File: config.mk
export PLATFORM = sky130hd
export DESIGN_NAME = clipped_alpha_keyed_blitter
export DESIGN_NICKNAME = d
export VERILOG_FILES = /design/src/rtl/cakb_pkg.sv /design/src/rtl/clipped_alpha_keyed_blitter.sv
export SDC_FILE = /design/constraint.sdc
export NUM_CORES = 2
export LEC_CHECK = 0
export ABC_CLOCK_PERIOD_IN_PS = 12950
export BUFFER_PORTS_ARGS = -buffer_cell sky130_fd_sc_hd__buf_4
export CAP_MARGIN = 25
export CELL_PAD_IN_SITES_DETAIL_PLACEMENT = 0
export CELL_PAD_IN_SITES_GLOBAL_PLACEMENT = 1
export CORE_UTILIZATION = 44
export DETAILED_ROUTE_END_ITERATION = 10
export GPL_TIMING_DRIVEN = 0
export PLACE_DENSITY = 0.78
export SYNTH_ARGS = -nofsm -noshare
export SYNTH_HDL_FRONTEND = slang
export SYNTH_SLANG_ARGS = --single-unit
File: constraint.sdc
create_clock -name clk -period 12.95 [get_ports clk]
set_input_delay 2.59 -clock clk [delete_from_list [all_inputs] [get_ports clk]]
set_output_delay 2.59 -clock clk [all_outputs]
set_load 0.01 [all_outputs]
File: src/rtl/cakb_pkg.sv
// ----------------------------------------------------------------------------
// Clipped alpha keyed blitter package
// Field widths, register indexes, stream layouts and pixel helpers.
// ----------------------------------------------------------------------------
`timescale 1ns / 1ps

package cakb_pkg;

  localparam int DIM_W      = 13;
  localparam int ADDR_W     = 24;
  localparam int COORD_W    = 16;
  localparam int PIX_W      = 32;
  localparam int COLOUR_W   = 24;
  localparam int CLIP_W     = 20;
  localparam int CFG_IDX_W  = 3;
  localparam int CFG_DATA_W = 24;
  localparam int IN_DATA_W  = 136;
  localparam int OUT_DATA_W = 152;

  localparam logic [DIM_W-1:0] MAX_DIM = 13'd4096;

  localparam logic [CFG_IDX_W-1:0] REG_SOURCE_WIDTH  = 3'd0;
  localparam logic [CFG_IDX_W-1:0] REG_SOURCE_HEIGHT = 3'd1;
  localparam logic [CFG_IDX_W-1:0] REG_TARGET_WIDTH  = 3'd2;
  localparam logic [CFG_IDX_W-1:0] REG_TARGET_HEIGHT = 3'd3;
  localparam logic [CFG_IDX_W-1:0] REG_FILL_MODE     = 3'd4;
  localparam logic [CFG_IDX_W-1:0] REG_SWAP_RED_BLUE = 3'd5;
  localparam logic [CFG_IDX_W-1:0] REG_FILL_COLOUR   = 3'd6;

  localparam logic CMD_START = 1'b0;
  localparam logic CMD_PIXEL = 1'b1;

  localparam logic [7:0]       ALPHA_OPAQUE = 8'hFF;
  localparam logic [PIX_W-1:0] KEEP_AG_MASK = 32'hFF00FF00;

  localparam logic [DIM_W-1:0] SOURCE_WIDTH_RST  = 13'd320;
  localparam logic [DIM_W-1:0] SOURCE_HEIGHT_RST = 13'd240;
  localparam logic [DIM_W-1:0] TARGET_WIDTH_RST  = 13'd320;
  localparam logic [DIM_W-1:0] TARGET_HEIGHT_RST = 13'd240;

  // Result layout bit positions, used by the port checker.
  localparam int OUT_JOB_VALID_BIT = 0;
  localparam int OUT_CLIP_LSB      = 1;
  localparam int OUT_SKIP_MSB      = 89;
  localparam int OUT_PIX_LSB       = 114;
  localparam int OUT_WE_BIT        = 146;

  // Input item, lowest field last.
  typedef struct packed {
    logic [PIX_W-1:0]          src_pixel;
    logic                      has_dst_rect;
    logic signed [COORD_W-1:0] dst_pos_y;
    logic signed [COORD_W-1:0] dst_pos_x;
    logic                      has_src_rect;
    logic [COORD_W-1:0]        src_rect_h;
    logic [COORD_W-1:0]        src_rect_w;
    logic signed [COORD_W-1:0] src_rect_y;
    logic signed [COORD_W-1:0] src_rect_x;
  } in_item_t;

  // Result item without the last flag, lowest field last.
  typedef struct packed {
    logic              write_enable;
    logic [PIX_W-1:0]  pixel_out;
    logic [ADDR_W-1:0] dst_addr;
    logic [DIM_W-1:0]  src_row_skip;
    logic [ADDR_W-1:0] src_start_addr;
    logic [DIM_W-1:0]  clipped_h;
    logic [DIM_W-1:0]  clipped_w;
    logic [DIM_W-1:0]  clipped_y;
    logic [DIM_W-1:0]  clipped_x;
    logic              job_valid;
  } out_item_t;

  localparam int IN_ITEM_W  = $bits(in_item_t);
  localparam int OUT_ITEM_W = $bits(out_item_t);

  function automatic logic [PIX_W-1:0] swap_rb(input logic [PIX_W-1:0] p);
    return (p & KEEP_AG_MASK) | {8'h00, p[7:0], 8'h00, p[23:16]};
  endfunction

endpackage

File: src/rtl/clipped_alpha_keyed_blitter.sv
// ----------------------------------------------------------------------------
// Clipped alpha keyed blitter
// Clips blit jobs against both surfaces and maps streamed source pixels to
// destination addresses with an alpha key, copy or fill, and red/blue swap.
// ----------------------------------------------------------------------------
//  channel  direction  payload
//  in_*     slave      tuser: command; tdata: start fields and source pixel
//  out_*    master     tdata: start reply and pixel reply fields; tlast: last
//  cfg_*    write      index 0..6, register data in the low bits
//
//  One item per cycle sustained while results are taken; from transfer to result
//  an item passes an input register, then clipping or pixel logic into the
//  result register. The start path is set by the clip compares and two 13x13 multiplies.
//  Synchronous reset loads the register defaults and clears the job.
//  A stalled result holds; the input register keeps taking items while the
//  result register drains in the same cycle.
`timescale 1ns / 1ps

module clipped_alpha_keyed_blitter (
  input  logic                                   clk,
  input  logic                                   rst_n,
  input  logic                                   in_tvalid,
  output logic                                   in_tready,
  // tdata: src_rect_x, src_rect_y, src_rect_w, src_rect_h, has_src_rect,
  //        dst_pos_x, dst_pos_y, has_dst_rect, src_pixel, zero pad
  input  logic [cakb_pkg::IN_DATA_W-1:0]         in_tdata,
  // tuser: command
  input  logic                                   in_tuser,
  output logic                                   out_tvalid,
  input  logic                                   out_tready,
  // tdata: job_valid, clipped_x, clipped_y, clipped_w, clipped_h,
  //        src_start_addr, src_row_skip, dst_addr, pixel_out, write_enable,
  //        zero pad
  output logic [cakb_pkg::OUT_DATA_W-1:0]        out_tdata,
  output logic                                   out_tlast,
  input  logic                                   cfg_wen,
  input  logic [cakb_pkg::CFG_IDX_W-1:0]         cfg_index,
  input  logic [cakb_pkg::CFG_DATA_W-1:0]        cfg_wdata
);

  localparam int DW = cakb_pkg::DIM_W;
  localparam int AW = cakb_pkg::ADDR_W;
  localparam int CW = cakb_pkg::CLIP_W;

  // Configuration registers
  logic [DW-1:0]                  src_w_r, src_h_r, tgt_w_r, tgt_h_r;
  logic                           fill_mode_r, swap_rb_r;
  logic [cakb_pkg::COLOUR_W-1:0]  fill_colour_r;
  logic [DW-1:0]                  cfg_dim;

  assign cfg_dim = (cfg_wdata[DW-1:0] > cakb_pkg::MAX_DIM) ? cakb_pkg::MAX_DIM
                                                          : cfg_wdata[DW-1:0];

  always_ff @(posedge clk) begin
    if (!rst_n) begin
      src_w_r       <= cakb_pkg::SOURCE_WIDTH_RST;
      src_h_r       <= cakb_pkg::SOURCE_HEIGHT_RST;
      tgt_w_r       <= cakb_pkg::TARGET_WIDTH_RST;
      tgt_h_r       <= cakb_pkg::TARGET_HEIGHT_RST;
      fill_mode_r   <= 1'b0;
      swap_rb_r     <= 1'b0;
      fill_colour_r <= '0;
    end else if (cfg_wen) begin
      unique case (cfg_index)
        cakb_pkg::REG_SOURCE_WIDTH:  src_w_r       <= cfg_dim;
        cakb_pkg::REG_SOURCE_HEIGHT: src_h_r       <= cfg_dim;
        cakb_pkg::REG_TARGET_WIDTH:  tgt_w_r       <= cfg_dim;
        cakb_pkg::REG_TARGET_HEIGHT: tgt_h_r       <= cfg_dim;
        cakb_pkg::REG_FILL_MODE:     fill_mode_r   <= cfg_wdata[0];
        cakb_pkg::REG_SWAP_RED_BLUE: swap_rb_r     <= cfg_wdata[0];
        cakb_pkg::REG_FILL_COLOUR:   fill_colour_r <= cfg_wdata[cakb_pkg::COLOUR_W-1:0];
        default: ;
      endcase
    end
  end

  // Input register
  logic                 s1_valid_r, s1_valid_nxt;
  logic                 s1_cmd_r;
  cakb_pkg::in_item_t   s1_item_r;
  logic                 in_xfer, s1_go;
  logic                 out_valid_r, out_valid_nxt;

  assign s1_go     = s1_valid_r && (!out_valid_r || out_tready);
  assign in_tready = !s1_valid_r || !out_valid_r || out_tready;
  assign in_xfer   = in_tvalid && in_tready;

  always_comb begin
    priority if (in_xfer) s1_valid_nxt = 1'b1;
    else if (s1_go)       s1_valid_nxt = 1'b0;
    else                  s1_valid_nxt = s1_valid_r;
  end

  always_ff @(posedge clk) begin
    if (!rst_n) begin
      s1_valid_r <= 1'b0;
    end else begin
      s1_valid_r <= s1_valid_nxt;
    end
  end

  always_ff @(posedge clk) begin
    if (in_xfer) begin
      s1_cmd_r  <= in_tuser;
      s1_item_r <= cakb_pkg::in_item_t'(in_tdata[cakb_pkg::IN_ITEM_W-1:0]);
    end
  end

  // Clipping
  logic signed [CW-1:0] sx, sy, w, h, dx, dy;
  logic signed [CW-1:0] swc, shc, twc, thc;
  logic                 region_ok;

  always_comb begin
    swc = signed'({{(CW-DW){1'b0}}, src_w_r});
    shc = signed'({{(CW-DW){1'b0}}, src_h_r});
    twc = signed'({{(CW-DW){1'b0}}, tgt_w_r});
    thc = signed'({{(CW-DW){1'b0}}, tgt_h_r});
    if (s1_item_r.has_src_rect) begin
      sx = CW'(s1_item_r.src_rect_x);
      sy = CW'(s1_item_r.src_rect_y);
      w  = signed'({{(CW-cakb_pkg::COORD_W){1'b0}}, s1_item_r.src_rect_w});
      h  = signed'({{(CW-cakb_pkg::COORD_W){1'b0}}, s1_item_r.src_rect_h});
      if (sx < 0) begin
        w  = w + sx;
        sx = '0;
      end
      if (sy < 0) begin
        h  = h + sy;
        sy = '0;
      end
    end else begin
      sx = '0;
      sy = '0;
      w  = swc;
      h  = shc;
    end
    if (s1_item_r.has_dst_rect) begin
      dx = CW'(s1_item_r.dst_pos_x);
      dy = CW'(s1_item_r.dst_pos_y);
      if (dx < 0) begin
        sx = sx - dx;
        w  = w + dx;
        dx = '0;
      end
      if (dy < 0) begin
        sy = sy - dy;
        h  = h + dy;
        dy = '0;
      end
    end else begin
      dx = '0;
      dy = '0;
    end
    region_ok = !(sx > swc || sy > shc || dx > twc || dy > thc);
    if (dx + w > twc) w = twc - dx;
    if (dy + h > thc) h = thc - dy;
    if (sx + w > swc) w = swc - sx;
    if (sy + h > shc) h = shc - sy;
    region_ok = region_ok && (w > 0) && (h > 0);
  end

  // First source and destination addresses
  logic [2*DW-1:0] src_prod, dst_prod;
  logic [AW-1:0]   src_start, dst_first;

  always_comb begin
    src_prod  = sy[DW-1:0] * src_w_r;
    dst_prod  = dy[DW-1:0] * tgt_w_r;
    src_start = AW'(src_prod + {{DW{1'b0}}, sx[DW-1:0]});
    dst_first = AW'(dst_prod + {{DW{1'b0}}, dx[DW-1:0]});
  end

  // Job state
  logic          job_active_r, job_active_nxt;
  logic [DW-1:0] col_r, col_nxt, rows_r, rows_nxt, rw_r, rw_nxt, dskip_r, dskip_nxt;
  logic [AW-1:0] daddr_r, daddr_nxt;
  logic [DW-1:0] col_inc;
  logic          final_px;
  logic [cakb_pkg::PIX_W-1:0] px;

  assign col_inc  = col_r + 1'b1;
  assign final_px = (col_inc == rw_r) && (rows_r == {{(DW-1){1'b0}}, 1'b1});

  always_comb begin
    px = fill_mode_r ? {cakb_pkg::ALPHA_OPAQUE, fill_colour_r} : s1_item_r.src_pixel;
    if (swap_rb_r) px = cakb_pkg::swap_rb(px);
  end

  always_comb begin
    job_active_nxt = job_active_r;
    col_nxt        = col_r;
    rows_nxt       = rows_r;
    rw_nxt         = rw_r;
    dskip_nxt      = dskip_r;
    daddr_nxt      = daddr_r;
    if (s1_go) begin
      if (s1_cmd_r == cakb_pkg::CMD_START) begin
        // A new start drops any running job.
        job_active_nxt = region_ok;
        if (region_ok) begin
          col_nxt   = '0;
          rows_nxt  = h[DW-1:0];
          rw_nxt    = w[DW-1:0];
          daddr_nxt = dst_first;
          dskip_nxt = tgt_w_r - w[DW-1:0];
        end
      end else if (job_active_r) begin
        if (col_inc >= rw_r) begin
          col_nxt   = '0;
          rows_nxt  = rows_r - 1'b1;
          daddr_nxt = daddr_r + {{(AW-DW){1'b0}}, dskip_r} + 1'b1;
          if (rows_r == {{(DW-1){1'b0}}, 1'b1}) job_active_nxt = 1'b0;
        end else begin
          col_nxt   = col_inc;
          daddr_nxt = daddr_r + 1'b1;
        end
      end
    end
  end

  always_ff @(posedge clk) begin
    if (!rst_n) begin
      job_active_r <= 1'b0;
      col_r        <= '0;
      rows_r       <= '0;
      rw_r         <= '0;
      dskip_r      <= '0;
      daddr_r      <= '0;
    end else begin
      job_active_r <= job_active_nxt;
      col_r        <= col_nxt;
      rows_r       <= rows_nxt;
      rw_r         <= rw_nxt;
      dskip_r      <= dskip_nxt;
      daddr_r      <= daddr_nxt;
    end
  end

  // Result register
  cakb_pkg::out_item_t res_nxt, res_r;
  logic                last_nxt, last_r;

  always_comb begin
    res_nxt  = '0;
    last_nxt = 1'b0;
    if (s1_cmd_r == cakb_pkg::CMD_START) begin
      if (region_ok) begin
        res_nxt.job_valid      = 1'b1;
        res_nxt.clipped_x      = sx[DW-1:0];
        res_nxt.clipped_y      = sy[DW-1:0];
        res_nxt.clipped_w      = w[DW-1:0];
        res_nxt.clipped_h      = h[DW-1:0];
        res_nxt.src_start_addr = src_start;
        res_nxt.src_row_skip   = src_w_r - w[DW-1:0];
        res_nxt.dst_addr       = dst_first;
      end
    end else if (job_active_r) begin
      res_nxt.dst_addr     = daddr_r;
      res_nxt.pixel_out    = px;
      res_nxt.write_enable = (s1_item_r.src_pixel[31:24] != 8'h00);
      last_nxt             = final_px;
    end
  end

  always_comb begin
    priority if (s1_go)   out_valid_nxt = 1'b1;
    else if (out_tready)  out_valid_nxt = 1'b0;
    else                  out_valid_nxt = out_valid_r;
  end

  always_ff @(posedge clk) begin
    if (!rst_n) begin
      out_valid_r <= 1'b0;
    end else begin
      out_valid_r <= out_valid_nxt;
    end
  end

  always_ff @(posedge clk) begin
    if (s1_go) begin
      res_r  <= res_nxt;
      last_r <= last_nxt;
    end
  end

  assign out_tvalid = out_valid_r;
  assign out_tdata  = {{(cakb_pkg::OUT_DATA_W-cakb_pkg::OUT_ITEM_W){1'b0}}, res_r};
  assign out_tlast  = last_r;

endmodule

==> metrics.md <==
| Metric | Value |
|---|---|
| Critical Path Start | s1_item_r[0] |
| Cts hold-fix bufs | 0 |
| Hold Startpoint | fill_colour_r[16] |
| Yosys cell types | 101 |
| Sinks on Clock Net | 436 |
| Post-synthesis sequential area ratio | 26.1% |
| DR WL/cell | 22.9 um |
| Final net count | 6426 |
| DP Area | 48400 um2 |
| Power Internal | 3.34 mW |
| Gp weighted congestion | 0.957 |
| Via density | 5.70 |
| Slowest CP cell | edfxtp_1 |
| Vias in the first global route | 37700 |
| Filler Cell Count | 9247 |
| Synth top area cells | edfxtp_1 (19%), ha_1 (14%), fa_1 (12%) |
| First-pass GRT wire length | 232 mm |
| Number of synthesized register bits | 436 |
| Syn_area_per_cell | 8.78 um2 |
| Congestion Overflow GR | 0 |
| Area of the multi-input gates | 30900 um2 |
| CTS tree | built |
| Die Span Y | 319 um |
| Synth Cell Area | 44100 um2 |
| Status | finished, final reports clean |
| Required @ worst endpoint | 13.50 ns |
| Std cell rows | 115 |
| GRT Max-Usage Layer | met2 |
| Psw | 1.95 mW |
| Slew of the pin with the lowest slew margin | 1.11 ns |
| Post-route cell area | 52200 um2 |
| Max-slew violations | 0 |
| Routed Wire Length | 156 mm |
| Maximum clock rate | 79.8 MHz |
| Layout Skew | 0.0275 ns |
| Layout cell share with drive strength beyond 1 | 15.1% |
| Final count of negative-setup-slack endpoints | 0 |
| Root buf cell | clkbuf_16 |
| Met1 usage | 41.3% |
| CP max stage delay | 0.45 ns |
| RSZ-0062 raised after global routing | true |
| CTS Buf Count | 51 |
| GRT Util Overall | 30.2% |
| Min Tclk post-route | 12.54 ns |
| Critical path arrival | 13.09 ns |
| Max Cap Viol | 0 |
| CP Class | reg -> reg |
| Startpoint Class | register |
| Worst hold slack | 0.465 ns |
| Most used cell along the critical path | a21oi_2 |
| M2 GR Usage | 48.6% |
| Worst slew margin | 26.3% |
| Hold Path Class | reg -> reg |
| Ports | 324 |
| Worst-path clk slew | 0.06 ns |
| Leading cell types in the layout, fill and taps excluded | nand2_1 (579), inv_1 (574), ha_1 (461) |
| Most common cell after layout, fill and taps aside | nand2_1 |
| Pwr dens | 101 nW/um2 |
| Logic pwr share | 40.9% |
| Met3 usage | 5.13% |
| Overall Power | 5.29 mW |
| Async SR Flop Fraction | 0% |
| Number of synthesized flops with an enable pin | 279 |
| Initial antenna violation count | 11 |
| Worst skew pair latency | 0.65 ns |
| CP max FO | 7 |
| Remaining antenna violation count after routing | 0 |
| Non-Filler Instances | 6832 |
| CP Capture Type | register |
| Part of the power in registers | 29.7% |
| Post-DP HPWL | 127 mm |
| Area leader, netlist | edfxtp_1 |
| Static leakage | 23.1 nW |
| Final Hold Viols | 0 |
| Largest net degree at the start of global routing | 68 |
| Final worst-path cycle share | 96.8% |
| Register Area | 11500 um2 |
| Synth top area share | 19.0% |
| TritonRoute pass-1 iters | 6 |
| Core Util, Final | 52.8% |
| Worst r2r src | s1_item_r[0] |
| Ys Warns | 0 |
| Dominant synthesized flop cell | edfxtp_1 |
| DRC | 0 |
| Clk buf depth | 3 |
| H-tree depth | 2 |
| Area growth syn-to-layout | 18.3% |
| Initial core utilization | 44.6% |
| Port buffer count | 312 |
| Via count | 38900 |
| Die W | 319 um |
| Switching share of power | 36.9% |
| Peak VDD IR | 0.104 mV |
| Synth Instances | 5021 |
| Cells after DPL | 6646 |
| Die area | 102000 um2 |
| Initial drt markers | 3102 |
| Core ar. | 98900 um2 |
| Clock power frac | 29.5% |
metrics by stage:
step,worst slack [ns],setup TNS [ns]
after detailed placement,-3.48,-360.24
after CTS,0.00271,0
final,0.412,0
after global routing,-0.218,-0.737
after global placement,-3.45,-374.28
after floorplan,0.769,0
path summary, 6_finish.rpt:
kind	end	slack [ns]	cells after the start
max	dskip_r[12]	0.41	69
min	fill_colour_r[16]	0.46	2
max reg2reg	dskip_r[12]	0.41	69
min reg2reg	fill_colour_r[16]	0.46	2
power by group through the flow:
stage	Combinational [mW]	Sequential (mW)	Clock (mW)
4_1_cts	1.97	1.57	1.59
2_1_floorplan	1.30	1.59	0
3_3_place_gp	1.85	1.61	0
3_5_place_dp	1.86	1.60	0
5_1_grt	2.35	1.57	1.64
6_report	2.16	1.57	1.56
per-layer routing:
layer  share of wire [%]  wire length [um]
met1                  43             67500
met2                  45             69900
met3                 8.2             12800
met4                 3.9              6120
met5               0.059                93
synth_stat cells (all sizes together), types with 8 or more instances:
master / instances
or3: 40
a22o: 12
a21oi: 370
or4: 8
fa: 275
clkbuf: 134
a211oi: 52
o2111ai: 12
o22ai: 13
o21ai: 211
ha: 486
mux2i: 82
and4: 8
and2: 80
a31oi: 56
nand3: 78
xor2: 64
nand2: 584
nor3: 66
edfxtp: 279
a31o: 16
o211ai: 50
o21bai: 49
nor2b: 66
dfxtp: 157
nor2: 434
nor4: 21
o31ai: 15
mux4: 16
a211o: 12
a21boi: 20
nand4: 30
inv: 586
nand2b: 45
o221ai: 11
and3: 42
o41ai: 8
mux2: 32
xnor2: 180
o31a: 14
buf: 40
a21o: 81
o21a: 61
or2: 22
worst max-delay path: cells and delay by family, from the launching register on:
family	cells	cell delay (ns)
compound gates	31	4.87
xor+xnor	6	0.75
fa+ha+maj	8	2.34
buf+inv	5	0.66
flops	1	0.45
mux	4	1.28
simple gates	15	2.03
cells by family after synthesis:
family,share of synthesized area (%)
AO/OA/AOI/OAI,16.5
XOR/XNOR,4.85
adder cells (fa/ha/maj),26.3
buffers and inverters,6.62
flip-flops,26.1
multiplexers,3.51
other,0.00850
AND/OR/NAND/NOR,16.1
final cells by class:
type                       count  area share [%]
clock inverter                32           0.801
multi-input combinational   3830            59.2
inverter                     591            4.27
buffer                       174            1.64
antenna                        6          0.0288
tap                         1287            3.09
clock buffer                  64            2.64
timing repair buffer         412            6.27
sequential                   436            22.1
flip-flops by register name (all words and copies together), names as in the netlist, 13 cells and up:
signal,count
src_h_r,13
tgt_h_r,13
dskip_r,13
s1_item_r,130
out_tdata,147
rw_r,13
fill_colour_r,24
col_r,13
daddr_r,24
tgt_w_r,13
rows_r,13
src_w_r,13
repair_timing:
action | CTS | global route
setup buffers | 26 | 54
gates resized for setup | 153 | 168
pin swaps | 29 | 95
setup endpoints to repair | 191 | 191
gates cloned | 0 | 2
No activity file was read; power rests on OpenSTA's default activity.
